`config.mk`:
```
export PLATFORM = sky130hd
export DESIGN_NAME = door_open_timeout_notifier_top
export DESIGN_NICKNAME = d
export VERILOG_FILES = /design/src/sv/dotn_pkg.sv /design/src/sv/door_open_timeout_notifier_top.sv /design/src/sv/dotn_cell.sv
export SDC_FILE = /design/constraint.sdc
export NUM_CORES = 1
export LEC_CHECK = 0
export BUFFER_PORTS_ARGS = -buffer_cell sky130_fd_sc_hd__buf_2
export CAP_MARGIN = 20
export CELL_PAD_IN_SITES_DETAIL_PLACEMENT = 0
export CELL_PAD_IN_SITES_GLOBAL_PLACEMENT = 1
export CORE_ASPECT_RATIO = 0.9
export CORE_MARGIN = 2
export CORE_UTILIZATION = 40
export DETAILED_ROUTE_END_ITERATION = 7
export GPL_ROUTABILITY_DRIVEN = 0
export PLACE_DENSITY_LB_ADDON = 0.1
export SLEW_MARGIN = 0
export SYNTH_ARGS = -nofsm -noshare
export SYNTH_HDL_FRONTEND = slang
export SYNTH_SLANG_ARGS = --single-unit
```
`constraint.sdc`:
```
create_clock -name clk -period 4.98 [get_ports clk]
set_input_delay 0.747 -clock clk [delete_from_list [all_inputs] [get_ports clk]]
set_output_delay 0.747 -clock clk [all_outputs]
set_load 0.03 [all_outputs]
```
`src/sv/dotn_pkg.sv`:
```
// ----------------------------------------------------------------------------
// dotn_pkg
// Shared types and constants for the door open timeout notifier.
// ----------------------------------------------------------------------------
package dotn_pkg;

  // default sizes
  localparam int QUEUE_DEPTH_DEF  = 16;
  localparam int RX_FRAME_LEN_DEF = 8;

  // results one request can cause
  localparam int NRES   = 8;
  localparam int NRES_W = 4;

  // configuration port
  localparam int CFG_IDX_W  = 8;
  localparam int CFG_DATA_W = 16;
  localparam logic [CFG_IDX_W-1:0] REG_TIMEOUT   = 8'd0;
  localparam logic [CFG_IDX_W-1:0] REG_ALARM_EN  = 8'd1;
  localparam logic [15:0]          TIMEOUT_RESET = 16'd10000;

  // frame bytes
  localparam logic [7:0] SYNC_BYTE   = 8'h69;
  localparam logic [7:0] NOTIFY_CMD  = 8'h10;
  localparam logic [7:0] NOTIFY_LENH = 8'h00;
  localparam logic [7:0] NOTIFY_LENL = 8'h04;
  localparam logic [7:0] DOOR_ID     = 8'h01;
  localparam logic [7:0] REQ_CMD     = 8'h04;
  localparam logic [7:0] REQ_ARG     = 8'h01;
  localparam logic [7:0] EMPTY_CMD   = 8'h04;
  localparam logic [7:0] EMPTY_ARG   = 8'h00;
  localparam logic [15:0] OPEN_MAX   = 16'hFFFF;

  // door modes
  typedef enum logic [1:0] {
    MODE_CLOSED = 2'd0,
    MODE_OPEN   = 2'd1,
    MODE_TIMED  = 2'd2
  } mode_t;

  // frame to send for one request
  typedef enum logic [1:0] {
    FRM_NONE   = 2'd0,
    FRM_NOTIFY = 2'd1,
    FRM_EMPTY  = 2'd2
  } frame_t;

  // per-cell control
  typedef struct packed {
    logic load;
    logic shift;
  } cell_ctrl_t;

  // one result item
  typedef struct packed {
    logic       tx_valid;
    logic [7:0] tx_byte;
    logic       tx_last;
    logic       alarm_on;
    logic [1:0] door_status;
    logic       record_dropped;
  } res_t;

  localparam int RES_W = $bits(res_t);

endpackage

```
`src/sv/door_open_timeout_notifier_top.sv`:
```
// ----------------------------------------------------------------------------
// door_open_timeout_notifier_top
// Door open timer with notify frames, duration queue and request parser.
// ----------------------------------------------------------------------------
// A request that causes one result (a tick with nothing to send, or a
// received byte) is taken every clock cycle unless the output stalls. A
// request that sends a frame fills a row of eight result cells (three for
// an empty answer) that drains one cell per cycle into the output register
// while the output is not held, so the next request is taken once the row
// is down to its last cell. Durations are held in a row of QUEUE_DEPTH
// cells that shifts toward the head on each pop.
module door_open_timeout_notifier_top #(
  parameter int QUEUE_DEPTH  = dotn_pkg::QUEUE_DEPTH_DEF,
  parameter int RX_FRAME_LEN = dotn_pkg::RX_FRAME_LEN_DEF
) (
  input  logic                           clk,
  input  logic                           rst,
  // request channel
  input  logic                           in_valid,
  output logic                           in_ready,
  input  logic                           kind,
  input  logic                           door_open,
  input  logic [7:0]                     rx_byte,
  // result channel
  output logic                           out_valid,
  input  logic                           out_ready,
  output logic                           tx_valid,
  output logic [7:0]                     tx_byte,
  output logic                           tx_last,
  output logic                           alarm_on,
  output logic [1:0]                     door_status,
  output logic                           record_dropped,
  // configuration channel
  input  logic                           cfg_valid,
  output logic                           cfg_ready,
  input  logic [dotn_pkg::CFG_IDX_W-1:0] cfg_index,
  input  logic [dotn_pkg::CFG_DATA_W-1:0] cfg_data
);
  import dotn_pkg::*;

  localparam int QCW = $clog2(QUEUE_DEPTH + 1);
  localparam int RPW = $clog2(RX_FRAME_LEN);

  // configuration registers
  logic [15:0] timeout_ms;
  logic        alarm_enable;

  // door and receive state
  mode_t          door_mode, door_mode_next;
  logic [15:0]    open_time, open_time_next;
  logic           alarm_level, alarm_level_next;
  logic [RPW-1:0] rx_position, rx_position_next;
  logic [7:0]     rx_second_byte, rx_second_byte_next;
  logic [7:0]     rx_third_byte, rx_third_byte_next;
  logic [QCW-1:0] q_count;

  // per-request decisions
  logic        in_fire, adv;
  logic        push_req, pop, push, dropped;
  logic [15:0] dur, ot_inc;
  frame_t      frame;

  // queue row
  logic [QUEUE_DEPTH-1:0] q_vld;
  logic [15:0]            q_data [QUEUE_DEPTH];

  // result row
  logic [NRES-1:0]  res_vld;
  logic [RES_W-1:0] res_data [NRES];
  res_t             res_load [NRES];
  logic [NRES_W-1:0] nres;
  logic [7:0]       bytes [NRES];

  // output register
  res_t out_res;

  assign cfg_ready = 1'b1;
  assign in_fire   = in_valid && in_ready;
  assign adv       = !out_valid || out_ready;
  assign in_ready  = !res_vld[1] && (!res_vld[0] || adv);

  // configuration writes
  always_ff @(posedge clk) begin
    if (rst) begin
      timeout_ms   <= TIMEOUT_RESET;
      alarm_enable <= 1'b1;
    end else if (cfg_valid && cfg_ready) begin
      case (cfg_index)
        REG_TIMEOUT:  timeout_ms   <= cfg_data;
        REG_ALARM_EN: alarm_enable <= cfg_data[0];
        default: ;
      endcase
    end
  end

  // next state for door timer and frame parser
  always_comb begin
    door_mode_next      = door_mode;
    open_time_next      = open_time;
    alarm_level_next    = alarm_level;
    rx_position_next    = rx_position;
    rx_second_byte_next = rx_second_byte;
    rx_third_byte_next  = rx_third_byte;
    push_req            = 1'b0;
    pop                 = 1'b0;
    frame               = FRM_NONE;
    dur                 = open_time;
    ot_inc              = (open_time != OPEN_MAX) ? open_time + 16'd1 : open_time;
    if (!kind) begin
      case (door_mode)
        MODE_OPEN: begin
          open_time_next = ot_inc;
          dur            = ot_inc;
          if (door_open) begin
            if (ot_inc > timeout_ms) begin
              push_req       = 1'b1;
              frame          = FRM_NOTIFY;
              door_mode_next = MODE_TIMED;
              if (alarm_enable) begin
                alarm_level_next = 1'b1;
              end
            end
          end else if (ot_inc <= timeout_ms) begin
            push_req       = 1'b1;
            frame          = FRM_NOTIFY;
            door_mode_next = MODE_CLOSED;
          end
        end
        MODE_TIMED: begin
          if (!door_open) begin
            door_mode_next = MODE_CLOSED;
          end
          alarm_level_next = alarm_enable;
        end
        default: begin
          door_mode_next   = door_open ? MODE_OPEN : MODE_CLOSED;
          alarm_level_next = 1'b0;
          if (door_open) begin
            open_time_next = '0;
          end
        end
      endcase
    end else if (rx_position == '0) begin
      if (rx_byte == SYNC_BYTE) begin
        rx_position_next = RPW'(1);
      end
    end else begin
      if (rx_position == RPW'(1)) begin
        rx_second_byte_next = rx_byte;
      end
      if (rx_position == RPW'(2)) begin
        rx_third_byte_next = rx_byte;
      end
      if (rx_position == RPW'(RX_FRAME_LEN - 1)) begin
        rx_position_next = '0;
        if (rx_second_byte_next == REQ_CMD && rx_third_byte_next == REQ_ARG) begin
          if (q_count == '0) begin
            frame = FRM_EMPTY;
          end else begin
            pop   = 1'b1;
            frame = FRM_NOTIFY;
            dur   = q_data[0];
          end
        end
      end else begin
        rx_position_next = rx_position + RPW'(1);
      end
    end
  end

  assign dropped = push_req && (q_count == QCW'(QUEUE_DEPTH));
  assign push    = push_req && !dropped;

  // frame contents and result words
  always_comb begin
    bytes[0] = SYNC_BYTE;
    bytes[1] = NOTIFY_CMD;
    bytes[2] = NOTIFY_LENH;
    bytes[3] = NOTIFY_LENL;
    bytes[4] = DOOR_ID;
    bytes[5] = dur[15:8];
    bytes[6] = dur[7:0];
    bytes[7] = {7'd0, dur > timeout_ms};
    nres     = NRES_W'(1);
    case (frame)
      FRM_NOTIFY: nres = NRES_W'(NRES);
      FRM_EMPTY: begin
        nres     = NRES_W'(3);
        bytes[1] = EMPTY_CMD;
        bytes[2] = EMPTY_ARG;
      end
      default: nres = NRES_W'(1);
    endcase
    for (int i = 0; i < NRES; i++) begin
      res_load[i].tx_valid       = (frame != FRM_NONE) && (NRES_W'(i) < nres);
      res_load[i].tx_byte        = res_load[i].tx_valid ? bytes[i] : 8'd0;
      res_load[i].tx_last        = (NRES_W'(i) == nres - NRES_W'(1));
      res_load[i].alarm_on       = alarm_level_next;
      res_load[i].door_status    = door_mode_next;
      res_load[i].record_dropped = dropped;
    end
  end

  // state registers
  always_ff @(posedge clk) begin
    if (rst) begin
      door_mode      <= MODE_CLOSED;
      open_time      <= '0;
      alarm_level    <= 1'b0;
      rx_position    <= '0;
      rx_second_byte <= '0;
      rx_third_byte  <= '0;
      q_count        <= '0;
    end else if (in_fire) begin
      door_mode      <= door_mode_next;
      open_time      <= open_time_next;
      alarm_level    <= alarm_level_next;
      rx_position    <= rx_position_next;
      rx_second_byte <= rx_second_byte_next;
      rx_third_byte  <= rx_third_byte_next;
      if (push) begin
        q_count <= q_count + QCW'(1);
      end else if (pop) begin
        q_count <= q_count - QCW'(1);
      end
    end
  end

  // duration queue: new entry lands in the first empty cell, pop shifts down
  for (genvar i = 0; i < QUEUE_DEPTH; i++) begin : g_q
    cell_ctrl_t  qc;
    logic        up_v;
    logic [15:0] up_d;
    logic        below_full;
    if (i == 0) begin : g_head
      assign below_full = 1'b1;
    end else begin : g_body
      assign below_full = q_vld[i-1];
    end
    if (i == QUEUE_DEPTH - 1) begin : g_end
      assign up_v = 1'b0;
      assign up_d = '0;
    end else begin : g_mid
      assign up_v = q_vld[i+1];
      assign up_d = q_data[i+1];
    end
    assign qc.load  = in_fire && push && !q_vld[i] && below_full;
    assign qc.shift = in_fire && pop;
    dotn_cell #(.W(16)) u_qcell (
      .clk        (clk),
      .rst        (rst),
      .ctrl       (qc),
      .load_valid (1'b1),
      .load_data  (dur),
      .up_valid   (up_v),
      .up_data    (up_d),
      .valid      (q_vld[i]),
      .data       (q_data[i])
    );
  end

  // result row: loaded whole on a request, drains toward the output register
  for (genvar i = 0; i < NRES; i++) begin : g_r
    cell_ctrl_t       rc;
    logic             up_v;
    logic [RES_W-1:0] up_d;
    if (i == NRES - 1) begin : g_end
      assign up_v = 1'b0;
      assign up_d = '0;
    end else begin : g_mid
      assign up_v = res_vld[i+1];
      assign up_d = res_data[i+1];
    end
    assign rc.load  = in_fire;
    assign rc.shift = adv;
    dotn_cell #(.W(RES_W)) u_rcell (
      .clk        (clk),
      .rst        (rst),
      .ctrl       (rc),
      .load_valid (NRES_W'(i) < nres),
      .load_data  (res_load[i]),
      .up_valid   (up_v),
      .up_data    (up_d),
      .valid      (res_vld[i]),
      .data       (res_data[i])
    );
  end

  // output register
  always_ff @(posedge clk) begin
    if (rst) begin
      out_valid <= 1'b0;
    end else if (adv) begin
      out_valid <= res_vld[0];
    end
  end

  always_ff @(posedge clk) begin
    if (adv) begin
      out_res <= res_t'(res_data[0]);
    end
  end

  assign tx_valid       = out_res.tx_valid;
  assign tx_byte        = out_res.tx_byte;
  assign tx_last        = out_res.tx_last;
  assign alarm_on       = out_res.alarm_on;
  assign door_status    = out_res.door_status;
  assign record_dropped = out_res.record_dropped;

  // queue occupancy matches the cell row
  a_qcount: assert property (@(posedge clk) disable iff (rst)
    $countones(q_vld) == q_count)
    else $error("queue count disagrees with occupied cells");

  // queue cells fill from the head without gaps
  a_qpack: assert property (@(posedge clk) disable iff (rst)
    ((q_vld >> 1) & ~q_vld) == '0)
    else $error("gap in queue cell row");

  // result cells fill from the output end without gaps
  a_rpack: assert property (@(posedge clk) disable iff (rst)
    ((res_vld >> 1) & ~res_vld) == '0)
    else $error("gap in result cell row");

  // parser position stays inside a frame
  a_rxpos: assert property (@(posedge clk) disable iff (rst)
    rx_position <= RPW'(RX_FRAME_LEN - 1))
    else $error("receive position beyond frame length");

endmodule

```
`src/sv/dotn_cell.sv`:
```
// ----------------------------------------------------------------------------
// dotn_cell
// One cell of a shift row: loads a new word or takes its upstream neighbour's.
// ----------------------------------------------------------------------------
module dotn_cell #(
  parameter int W = 16
) (
  input  logic                clk,
  input  logic                rst,
  input  dotn_pkg::cell_ctrl_t ctrl,
  input  logic                load_valid,
  input  logic [W-1:0]        load_data,
  input  logic                up_valid,
  input  logic [W-1:0]        up_data,
  output logic                valid,
  output logic [W-1:0]        data
);
  import dotn_pkg::*;

  // occupancy flag
  always_ff @(posedge clk) begin
    if (rst) begin
      valid <= 1'b0;
    end else if (ctrl.load) begin
      valid <= load_valid;
    end else if (ctrl.shift) begin
      valid <= up_valid;
    end
  end

  // payload word
  always_ff @(posedge clk) begin
    if (ctrl.load) begin
      data <= load_data;
    end else if (ctrl.shift) begin
      data <= up_data;
    end
  end

endmodule

```
==> impl_results.md <==
- Most frequent standard cell in the layout excluding fill and tap cells: edfxtp_1
- Arrival time worst endpoint: 5.23 ns
- Sort of element at the end of the critical path: flop
- Filler instances: 4,602
- CTS buffer count: 50
- Tightest Pin Transition: 1.00 ns
- First-pass GRT wire length: 73,800 microns
- Number of sinks driven by the clock tree: 459
- Internal power consumption: 6430 uW
- Via count of the first global-routing pass: 12.4k
- Category of cells accounting for the largest share of critical-path delay: simple AND/OR/NAND/NOR gates
- Data required time at the worst endpoint: 5.46 ns
- Register-to-register path setup slack: 0.23 ns
- Die Area: 53,900 sq um
- Cell with the biggest individual delay on the critical path: a2111o_1
- Area added between synthesis and finish: 14.0%
- Number of distinct library cells after synthesis: 69
- Startpoint type of the worst setup path: flop
- DRC violation count after routing: 0
- Critical Path Max Stage Delay: 0.47 ns
- Later-pin clock latency in the skew report: 0.60 ns
- Fmax achieved: 210 MHz
- Initial cell density of the core: 40.3%
- Remaining global-route overflow: 0
- Clock tree from TritonCTS: yes
- Final slew viol count: 0
- P per Cell Area: 346 nW/um^2
- Setup TNS Final: 0 ns
- Count of endpoints failing setup in the final report: 0
- First-pass iteration count of the detailed router: 5
- Sequential power share: 51.5%
- Synthesized Nets: 1,597
- Met2 wire len: 21,300 microns
- Synth Register Bits: 459
- Switching power as a share of total power: 21.5%
- Clock network fraction of design power: 44.8%
- Period utilisation layout: 95.4%
- Number of nets in the layout: 1,686
- Layout Skew: 0.0281 ns
- Number of enable-type register cells in the synthesized netlist: 374
- Path class of the lowest-slack min-delay path: input pin to flop
- Cell Area, Synth: 20,800 sq um
- Hold path cells: 3
- Cells on worst reg2reg path: 18
- Hold Fails Final Rpt: 0
- Cell-by-cell listing of the critical path: ha_1, nand2_2, or3_4, nor2_1, mux2_2, ha_1, nand4_1, a2111o_1, a32o_1, or2_2, nand2_1, inv_1, fa_1, inv_1, a21o_1, a21oi_1, o31ai_1, mux2_2
- Starting DRC count in detailed routing: 871
- Critical path class: flop to flop
- Highest metal used: met4
- Total wire length: 47,400 microns
- Tightest hold margin: 0.371 ns
- Layout cell share with drive strength beyond 1: 30.6%
- Synthesized instance count: 1,511
- Antenna violations before repair: 1
- Cell row count: 79
- Combined buffer and inverter count along the critical path: 2
- Core Footprint: 51,600 sq um
- Post-route non-filler standard cell count: 2,328
- Dominant synthesized flop cell: edfxtp_1
- H-tree depth: 2
- Port-buffer cells: 54
- Async set-or-reset flop fraction in the synthesized netlist: 0%
- Setup repair after global routing missed its margin: false
- Combinational share of power: 3.6%
- Standby leakage power: 0.00776 uW
- Worst vdd ir: 0.241 mV
- Global Route Usage Sum: 17.8%
- Headroom to the max-slew limit: 33.2%
- Post-detail-place hpwl: 30,200 microns
- Clk root buf: clkbuf_16
- Commonest cells after routing, fill and taps aside: 374 x edfxtp_1, 248 x mux2_2, 124 x nand2_1
- WL per Instance: 20.4 microns
- Width of the die: 244 microns
- Crit path time final: 4.75 ns
- Per-cell via count in the routed design: 5.27
- Number of cells on the critical path: 18
- Total via count after detailed routing: 12.3k
- Total net switching power: 1770 uW
- Post-detailed-placement cell area: 22,100 sq um
- Antenna violation net count after detailed routing: 0
- Crit Path Max Fanout: 6
- Status: complete, no violations
- Maximum number of pins on one net before global-route repair: 76
- Max clock buf depth: 3
- Die height: 220 microns
- Part of the Yosys area used for sequential elements: 62.1%
- Synthesis warning total: 0
- Length of routed wiring on met1: 23,300 microns
- Clock transition at the register clock pins on the worst setup and hold paths after CTS: 0.06 ns
- Total placed cells including tap cells: 2,233
- Mean post-synth cell area: 13.8 sq um
- Max Cap Violations: 0
- Count of pins on the block boundary: 56
- Area of all placed cells without fillers: 23,700 sq um
- Routed length on met3: 1810 microns
## Yosys cell counts, types with 5 or more instances
master	number	area, sq um
a21o_1	34	255
a21oi_1	44	220
a22o_1	9	78.8
a22oi_1	11	82.6
a31oi_1	21	131
and2_1	42	263
buf_2	27	135
buf_4	10	75.1
buf_6	9	101
clkbuf_1	43	161
dfxtp_1	85	1700
edfxtp_1	374	11200
ha_1	46	576
inv_1	39	146
mux2_2	248	2790
mux2i_1	38	380
nand2_1	126	473
nand2b_1	13	81.3
nand3_1	13	65.1
nand4_1	11	68.8
nand4b_1	6	52.6
nor2_1	86	323
nor2b_1	21	131
nor3_1	7	35.0
nor4_1	9	56.3
nor4b_1	5	43.8
o211ai_1	9	67.6
o21a_1	7	52.6
o21ai_0	19	95.1
o221a_2	6	67.6
o221a_4	7	140
or2_2	6	37.5
or4_1	6	45.0
xnor2_1	6	52.6
## sequential cells by signal, indices dropped and copies added, names as in the netlist, 2 cells and up
name,flops
timeout_ms,16
g_r.u_rcell.data,104
door_mode,2
rx_third_byte,8
g_q.u_qcell.data,256
tx_byte,8
open_time,16
q_count,5
g_q.u_qcell.valid,16
rx_position,3
door_status,2
rx_second_byte,8
g_r.u_rcell.valid,8
## through the flow
stage | power [uW] | setup slack, ns | utilization, %
after floorplan | 4490 | -0.315 | -
after global placement | 4610 | 0.248 | 42.8
after detailed placement | 4610 | 0.128 | 42.8
after CTS | 8310 | 0.0952 | 45.9
after global routing | 8490 | 0.0428 | 46.0
final | 8200 | 0.229 | 46.0
## worst paths after layout
| path | endpoint | start |
|---|---|---|
| setup / recovery | q_count[4] | open_time[1] |
| hold / removal | timeout_ms[10] | cfg_data[10] |
| setup reg to reg | q_count[4] | open_time[1] |
| hold reg to reg | tx_byte[3] | g_r[0].u_rcell.data[8] |
## power groups by stage
stage / clock network (uW) / logic, uW / registers, uW
2_1_floorplan: 0 / 159 / 4330
3_3_place_gp: 0 / 299 / 4310
3_5_place_dp: 0 / 303 / 4310
4_1_cts: 3780 / 304 / 4230
5_1_grt: 3930 / 326 / 4230
6_report: 3670 / 298 / 4230
## logic make-up (layout without fill, tap and decap cells)
logic type                 Yosys count  after routing  synth area share, %
DFF                                459            459                 62.1
other                                1              2               0.0180
AOI/OAI and AO/OA                  201            201                 7.17
adders and majority gates           47             47                 2.86
buffers and inverters              134            262                 3.08
muxes                              286            286                 15.2
and+or+nand+nor                    374            374                 9.11
xor gates and xnor gates             9              9                0.379
## metal layers
metal  track usage (%)  vias to the layer above
met1              25.8                     6135
met4              5.41                        0
met2              27.8                      212
li1                  -                     5846
met5                 0                        -
met3              2.38                       70
## repair_timing
item	4_1_cts	5_1_grt
resized for setup	0	7
hold buffers	0	0
setup endpoints to repair	0	17
buffers inserted	0	3
## area by class of cell
type	instances	area, sq um	area share (%)
multi-input cells	918	7300	30.8
clock buffers	64	1370	5.75
repair buffers	130	853	3.60
inverters	41	154	0.649
flip-flops and latches	459	12900	54.5
diodes	1	2.50	0.0105
clock inverters	27	249	1.05
well taps	688	861	3.63
## tightest hold or removal path: stages
cell	delay (ns)
buf_2	0.07
nand2_1	0.04
o211ai_1	0.07
Power figures use the tool's default switching activity.
